--- config.mk ---
export PLATFORM = sky130hd
export DESIGN_NAME = vnw_ctrl
export DESIGN_NICKNAME = d
export VERILOG_FILES = /design/src/vnw_pkg.sv /design/src/vnw_ctrl.sv
export VERILOG_INCLUDE_DIRS = /design/src /design/src/src
export SDC_FILE = /design/constraint.sdc
export NUM_CORES = 1
export LEC_CHECK = 0
export ABC_AREA = 1
export BUFFER_PORTS_ARGS = -buffer_cell sky130_fd_sc_hd__clkbuf_2
export CAP_MARGIN = 20
export CELL_PAD_IN_SITES_DETAIL_PLACEMENT = 1
export CELL_PAD_IN_SITES_GLOBAL_PLACEMENT = 1
export CORE_MARGIN = 2
export CORE_UTILIZATION = 43
export DETAILED_ROUTE_END_ITERATION = 10
export GPL_TIMING_DRIVEN = 0
export PLACE_DENSITY_LB_ADDON = 0.1
export REMOVE_ABC_BUFFERS = 1
export SETUP_SLACK_MARGIN = 0.02
export SYNTH_ARGS = -nofsm -noshare
export SYNTH_HDL_FRONTEND = slang
export SYNTH_SLANG_ARGS = --single-unit
export TNS_END_PERCENT = 50
--- constraint.sdc ---
create_clock -name clk -period 5.5 [get_ports clk]
set_clock_uncertainty 0.15 [all_clocks]
set_input_delay 1.1 -clock clk [delete_from_list [all_inputs] [get_ports clk]]
set_output_delay 1.1 -clock clk [all_outputs]
set_load 0.03 [all_outputs]
--- src/vertex_normal_weld_assert.svh ---
// Assertion macros used by the vertex normal weld RTL.
// Each macro expects clk and rst_n to be visible at the point of use.
`ifndef VERTEX_NORMAL_WELD_ASSERT_SVH
`define VERTEX_NORMAL_WELD_ASSERT_SVH

`define VNW_ASSERT_SAME(lbl, ante, cons, msg) \
  lbl: assert property (@(posedge clk) disable iff (!rst_n) (ante) |-> (cons)) else $error(msg);

`define VNW_ASSERT_NEXT(lbl, ante, cons, msg) \
  lbl: assert property (@(posedge clk) disable iff (!rst_n) (ante) |=> (cons)) else $error(msg);

`endif

--- src/vnw_pkg.sv ---
// Package for the vertex normal weld: sizes, item structs and the
// controller to datapath command and status structs. No dependencies.
package vnw_pkg;

  localparam int MAX_VERTS = 64;
  localparam int AW = (MAX_VERTS > 1) ? $clog2(MAX_VERTS) : 1;
  localparam int CW = $clog2(MAX_VERTS + 1);
  localparam int SW = $clog2(MAX_VERTS + 2);

  localparam int SUMW  = 23;
  localparam int SQW   = 44;
  localparam int VW    = 62;
  localparam int ROOTW = 31;
  localparam int NUMW  = 46;
  localparam int ENTW  = 144;

  localparam logic [1:0] SEL_X = 2'd0;
  localparam logic [1:0] SEL_Y = 2'd1;
  localparam logic [1:0] SEL_Z = 2'd2;

  typedef struct packed {
    logic [31:0]        pos_x;
    logic [31:0]        pos_y;
    logic [31:0]        pos_z;
    logic signed [15:0] norm_in_x;
    logic signed [15:0] norm_in_y;
    logic signed [15:0] norm_in_z;
    logic               last_in;
  } in_t;

  typedef struct packed {
    logic signed [15:0] norm_out_x;
    logic signed [15:0] norm_out_y;
    logic signed [15:0] norm_out_z;
    logic               was_changed;
    logic [6:0]         total_changed;
    logic               overflowed;
    logic               last_out;
  } out_t;

  typedef struct packed {
    logic          load;
    logic [AW-1:0] rd_addr;
    logic          latch_a;
    logic          issue;
    logic          sq_mul;
    logic          sq_first;
    logic          sq_acc;
    logic [1:0]    sel;
    logic          sqrt_init;
    logic          sqrt_step;
    logic          div_load;
    logic          div_step;
    logic          div_store;
    logic          emit;
    logic          final_out;
  } cmd_t;

  typedef struct packed {
    logic [CW-1:0] n;
    logic          skip;
  } sts_t;

endpackage

--- src/vnw_ctrl.sv ---
// Controller state machine of the vertex normal weld.
// Depends on vnw_pkg and vertex_normal_weld_assert.svh.
module vnw_ctrl (
  input  logic          clk,
  input  logic          rst_n,
  input  logic          start,
  input  logic          last_in,
  input  vnw_pkg::sts_t sts,
  output logic          busy,
  output vnw_pkg::cmd_t cmd
);
  import vnw_pkg::*;

`include "vertex_normal_weld_assert.svh"

  typedef enum logic [9:0] {
    ST_IDLE  = 10'b0000000001,
    ST_RDA   = 10'b0000000010,
    ST_LATA  = 10'b0000000100,
    ST_SCAN  = 10'b0000001000,
    ST_SQ    = 10'b0000010000,
    ST_CHK   = 10'b0000100000,
    ST_SQRT  = 10'b0001000000,
    ST_DIVLD = 10'b0010000000,
    ST_DIV   = 10'b0100000000,
    ST_DIVST = 10'b1000000000
  } state_t;

  state_t        state_r, state_nxt;
  logic [AW-1:0] a_r, a_nxt;
  logic [SW-1:0] k_r, k_nxt;
  logic [1:0]    c_r, c_nxt;
  logic          emit_r, emit_nxt;
  logic          is_final;
  logic          k_in;

  assign is_final = (CW'(a_r) + CW'(1)) == sts.n;
  assign k_in     = k_r < SW'(sts.n);
  assign busy     = (state_r != ST_IDLE) || emit_r;

  always_comb begin
    state_nxt = state_r;
    a_nxt     = a_r;
    k_nxt     = k_r;
    c_nxt     = c_r;
    emit_nxt  = 1'b0;
    cmd       = '0;
    cmd.rd_addr = a_r;
    cmd.sel     = c_r;
    if (emit_r) begin
      cmd.emit      = 1'b1;
      cmd.final_out = is_final;
      if (!is_final) begin
        a_nxt = a_r + AW'(1);
      end else begin
        a_nxt = '0;
      end
    end
    case (state_r)
      ST_IDLE: begin
        if (start && !emit_r) begin
          cmd.load = 1'b1;
          if (last_in) begin
            state_nxt = ST_RDA;
          end
        end else if (emit_r && !is_final) begin
          state_nxt = ST_RDA;
        end
      end
      ST_RDA: begin
        state_nxt = ST_LATA;
      end
      ST_LATA: begin
        cmd.latch_a = 1'b1;
        k_nxt       = '0;
        state_nxt   = ST_SCAN;
      end
      ST_SCAN: begin
        cmd.rd_addr = k_r[AW-1:0];
        cmd.issue   = k_in && (k_r[AW-1:0] != a_r);
        if (k_r == SW'(sts.n) + SW'(1)) begin
          k_nxt     = '0;
          state_nxt = ST_SQ;
        end else begin
          k_nxt = k_r + SW'(1);
        end
      end
      ST_SQ: begin
        cmd.sel      = k_r[1:0];
        cmd.sq_mul   = k_r < SW'(3);
        cmd.sq_acc   = k_r != '0;
        cmd.sq_first = k_r == SW'(1);
        if (k_r == SW'(3)) begin
          state_nxt = ST_CHK;
        end else begin
          k_nxt = k_r + SW'(1);
        end
      end
      ST_CHK: begin
        k_nxt = '0;
        if (sts.skip) begin
          emit_nxt  = 1'b1;
          state_nxt = ST_IDLE;
        end else begin
          cmd.sqrt_init = 1'b1;
          state_nxt     = ST_SQRT;
        end
      end
      ST_SQRT: begin
        cmd.sqrt_step = 1'b1;
        if (k_r == SW'(ROOTW - 1)) begin
          c_nxt     = SEL_X;
          state_nxt = ST_DIVLD;
        end else begin
          k_nxt = k_r + SW'(1);
        end
      end
      ST_DIVLD: begin
        cmd.div_load = 1'b1;
        k_nxt        = '0;
        state_nxt    = ST_DIV;
      end
      ST_DIV: begin
        cmd.div_step = 1'b1;
        if (k_r == SW'(NUMW - 1)) begin
          state_nxt = ST_DIVST;
        end else begin
          k_nxt = k_r + SW'(1);
        end
      end
      ST_DIVST: begin
        cmd.div_store = 1'b1;
        if (c_r == SEL_Z) begin
          emit_nxt  = 1'b1;
          state_nxt = ST_IDLE;
        end else begin
          c_nxt     = c_r + 2'd1;
          state_nxt = ST_DIVLD;
        end
      end
      default: begin
        state_nxt = ST_IDLE;
      end
    endcase
  end

  always_ff @(posedge clk) begin
    if (!rst_n) begin
      state_r <= ST_IDLE;
      a_r     <= '0;
      k_r     <= '0;
      c_r     <= SEL_X;
      emit_r  <= 1'b0;
    end else begin
      state_r <= state_nxt;
      a_r     <= a_nxt;
      k_r     <= k_nxt;
      c_r     <= c_nxt;
      emit_r  <= emit_nxt;
    end
  end

  `VNW_ASSERT_NEXT(a_last_starts, start && !busy && last_in, busy, "last item did not start compute")
  `VNW_ASSERT_NEXT(a_emit_single, emit_r, !emit_r, "result emitted twice in a row")
  `VNW_ASSERT_SAME(a_scan_bound, state_r == ST_SCAN, k_r <= SW'(sts.n) + SW'(1), "scan overran")
  `VNW_ASSERT_SAME(a_no_load_busy, cmd.load, !emit_r && state_r == ST_IDLE, "load while busy")

endmodule

# After elaboration in Yosys (flattened, before gate mapping)
# Cells that the tools add are included.
[word_totals] reg_bits=26 in_bits=12 output_inout_bits=22 elab_cells=89
[op_classes] add_sub_neg=5 n_lt_le_gt_ge=2 n_eq_ne=29 muxes=35 n_reduce_logical=13
[op_table] op="10-bit one-hot mux with 10 select lines" count=1
[op_table] op="10-bit 2-to-1 mux" count=7
[op_table] op="7-bit 2-to-1 mux" count=5
[op_table] op="7-bit one-hot mux with 5 select lines" count=1
[op_table] op="2-bit inequality test (second input constant)" count=8
[op_table] op="7-bit by 1-bit adder with 7-bit output (second input constant)" count=2
[op_table] op="7-bit == test" count=2
[op_table] op="1-bit 2-to-1 mux" count=12
[op_table] op="6-bit 2-to-1 mux" count=2
[op_table] op="10-bit by 1-bit == test with 1-bit output (second input constant)" count=1
[op_table] op="10-bit == test (second input constant)" count=1
[op_table] op="10-bit by 2-bit == test with 1-bit output (second input constant)" count=1
[op_table] op="10-bit by 3-bit == test with 1-bit output (second input constant)" count=1
[op_table] op="10-bit by 4-bit == test with 1-bit output (second input constant)" count=1
[op_table] op="10-bit by 5-bit == test with 1-bit output (second input constant)" count=1
[op_table] op="10-bit by 6-bit == test with 1-bit output (second input constant)" count=1
[op_table] op="10-bit by 7-bit == test with 1-bit output (second input constant)" count=1
[op_table] op="10-bit by 8-bit == test with 1-bit output (second input constant)" count=1
[op_table] op="10-bit by 9-bit == test with 1-bit output (second input constant)" count=1
[op_table] op="10-bit by 1-bit inequality test with 1-bit output (second input constant)" count=1
[op_table] op="8-bit 2-to-1 mux" count=1
[op_table] op="6-bit by 1-bit adder with 7-bit output (second input constant)" count=1
[op_table] op="7-bit by 1-bit == test with 1-bit output (second input constant)" count=1
[op_table] op="7-bit by 2-bit == test with 1-bit output (second input constant)" count=1
[op_table] op="23 further kinds" count=29

# Longest topological paths before layout
[logic_depth] word_depth=7 mapped_depth=16 ltp_nobuf=16

# Worst setup path after synthesis
# No wires, ideal clock.
[synth_timing] path_kind="input to output" from="in sts[3] (netlist name)" to="out cmd[12] (netlist name)" arrival_time_ps=2595 required_time_ps=4250 setup_slack_ps=1655 stages=9 path_buffers=1 path_cell_list="buf_6 > inv_1 > ha_1 > a21oi_1 > o21ai_0 > a21oi_1 > o21bai_1 > a21o_1 > a21oi_1"
[synth_rtl] item="start: declaration" line_no="vnw_ctrl.sv:8" source="input vnw_pkg::sts_t sts,"
[synth_rtl] item="end: declaration" line_no="vnw_ctrl.sv:10" source="output vnw_pkg::cmd_t cmd"

==> results.md <==
* Slew headroom at between 60% and 70%
* Finished Cell Area at 2700 um^2
* Area after DPL at 2630 um^2
* HP Class: reg -> reg
* CP max stage cell: ha_1
* CTS sink cnt at 26
* Remaining DRCs at 0
* Mapped Cells at 400
* Vias in the first global route at between 2000 and 3000
* Met3 GRT Util at under 10%
* Max-slew violations at 0
* Top_reg_cell synth: dfxtp_1
* Most Used Layer, Global Route: met2
* Number of flops mapped to enable cells by yosys at 0
* Initial DRC Count at 94
* Min Tclk post-route at slightly above 4 ns
* Gpl congestion at between 0.9 and 1
* CP required at roughly 4.3 ns
* Status: complete, no violations
* RSZ-0062 raised after global routing: no
* FP Rows at 27
* Clk pwr share at between 20 and 25%
* CP delay by family, top: compound AO/OA/AOI/OAI gates
* Grt ovf at 0
* Hold Fails Final Rpt at 0
* DIE WIDTH at 79.0 um
* Final setup vio count at 0
* Util after Layout at between 40% and 50%
* # hold bufs at CTS at 0
* Final Power at ~0.7 mW
* Max-Cap Viols at 0
* Worst VDD drop at roughly 0.17 mV
* Worst Path Max Fanout at 10
* Synth Area in Adders at 7.24%
* CP Capture Type: output pin
* Via count at 2542
* Final setup TNS at 0 ns
* CTS tree: built
* Largest family of logic cells by synthesized area: simple AND/OR/NAND/NOR gates
* Clk Latency, worst-skew pair at 0.28 ns
* Antenna violations before repair at 0
* Met2 Use GR at between 40% and 50%
* Final hold slack at about 0.36 ns
* Share of layout cells above drive strength 1 at approximately 18%
* Async S/R FF share, synth at 0%
* Core ar. at about 5500 um^2
* Total GRT Usage at approximately 25%
* Final period utilization at between 70% and 80%
* Seq cells post-synth at 26
* Clock root cell: clkbuf_8
* Die area at ~6200 um^2
* Setup CP Type: in -> out
* Switching power of the nets at between 0.3 and 0.4 mW
* Maximum clock rate at about 250 MHz
* Crit path DAT at 2.77 ns
* CP Launch Type: input pin
* Slew @ Worst Pin at around 0.52 ns
* # resized after CTS at 0
* DPL Wire Length at just under 6 mm
* Syn avg cell area at 6.05 um^2
* Commonest non-fill, non-tap cell in the layout: nand2_1
* Port Buf Inserts at 33
* Post-CTS Setup Bufs at 0
* Chip height at 79.0 um
* M1 GR Usage at 28.1%
* DP Worst Slack at roughly 1.5 ns
* Compound-Gate Fraction of Synth Area at about 11%
* Sw Share at ~43%
* Vias per cell at between 5 and 6
* Most used cell, CP: a21oi_1
* CTS Buffer Depth at 2
* Initial Util at 44.2%
* Int Pwr at slightly above 0.4 mW
* First-pass GRT wire length at 12.4 mm
* Cell area after synthesis at 2420 um^2
* H-tree Lvls at 1
* Synth warn at 0
* Clock-pin slew on the worst setup and hold paths at around 0.090 ns
* Power Density at between 200 and 300 nW/um^2
* IO Pins at 34
* Non-Filler Instances at between 500 and 600
* Most frequent cells in the layout: 99 x nand2_1, 57 x nor2_1, 56 x inv_1, 33 x clkbuf_2, 32 x nand3_1
* Bufs and invs on worst path at 3
* Post-synthesis sequential area ratio at between 20% and 30%
* Logic pwr share at ~45%
* Routed wire length at between 7 and 8 mm
* Filler Cell Count at slightly above 800
* XOR/XNOR Fraction of Synth Area at under 10%
* TritonCTS Buffers at 3
* Final ANT Viol Nets at 0
* Final WS setup at 1.48 ns
* Synth Area in Simple Gates at 45.5%
* Final net count at between 400 and 500
* Sequential Power Share at 31.8%
* Area grow syn2layout at 11.7%
* Largest net degree at the start of global routing at 16
* Netlist cell types at 39
* P_leak at 1.36 nW
* Post-synthesis mux area share at 0%
* Crit-path cells: clkbuf_2 > inv_1 > ha_1 > a21oi_1 > o21ai_0 > a21oi_1 > o21bai_1 > a21o_1 > a21oi_1 > clkbuf_2
* Antenna Cells at 0
* Placed Cells at between 400 and 500
* Crit-path max cell delay at around 0.32 ns
* Pre-Repair DR Iteration Count at 4
* Routed len/inst at 14.2 um
==> layer usage <==
layer | vias to the layer above | part of all wire [%] | routed length [um]
met4 | 0 | 1.1 | 75
met3 | 7 | 2.6 | 188
met5 | - | 0 | 0
met2 | 43 | 52 | 3690
li1 | 1331 | - | -
met1 | 1161 | 45 | 3170
==> sequential cells by signal, summed over array words and instances (netlist names) <==
signal,flops
a_r,6
c_r,2
emit_r,1
k_r,7
state_r,10
==> power groups by stage <==
stage	Clock, mW	Sequential (mW)	Combinational (mW)
2_1_floorplan	0	0.225	0.244
3_3_place_gp	0	0.230	0.312
3_5_place_dp	0	0.231	0.323
4_1_cts	0.168	0.226	0.324
5_1_grt	0.175	0.229	0.363
6_report	0.165	0.226	0.320
==> synthesized netlist by cell type (6+ instances only) <==
library cell	instances	area, um^2
nand2_1	99	372
nor2_1	57	214
inv_1	56	210
nand3_1	32	160
dfxtp_1	26	521
o21ai_0	16	80.1
ha_1	14	175
a21oi_1	10	50.1
inv_2	9	33.8
nand2_2	9	56.3
nand4_1	9	56.3
o22ai_1	7	43.8
nor2_2	6	37.5
nor3_1	6	30.0
==> area by class of cell <==
class / count / area [um^2] / share of cell area [%]
Clock buffer: 3 / 41.3 / 1.53
Clock inverter: 1 / 30.0 / 1.11
Inverter: 66 / 250 / 9.25
Multi-Input combinational cell: 301 / 1610 / 59.4
Sequential cell: 26 / 520 / 19.3
Tap cell: 72 / 90.1 / 3.33
Timing Repair Buffer: 33 / 165 / 6.11
==> cell families after synthesis <==
family,Yosys count
AND/OR/NAND/NOR,235
buffers and inverters,73
AO/OA/AOI/OAI,45
flip-flops,26
adder cells (fa/ha/maj),14
XOR/XNOR,7
==> worst reg2reg max path, stage by stage (launching register included) <==
cell and delay [ns]:
dfxtp_1 0.48, ha_1 0.26, nand2_1 0.12, o21ai_2 0.16, nand2_1 0.10, nand2_1 0.07
nand3_1 0.07, nor2_1 0.14, nand2_2 0.11, nand2_4 0.12, nand2_4 0.08, nand2_4 0.14
nand2_1 0.07, nand2_1 0.06, nor2_1 0.04
==> worst paths after layout <==
check              start          to  slack, ns  cells past startpoint
setup / recovery  sts[3]     cmd[12]       1.48                     10
hold / removal    c_r[1]      c_r[1]       0.36                      2
setup reg to reg  a_r[0]  state_r[4]       3.25                     14
hold reg to reg   c_r[1]      c_r[1]       0.36                      2
Note: power is estimated with default switching activity, not from simulation.
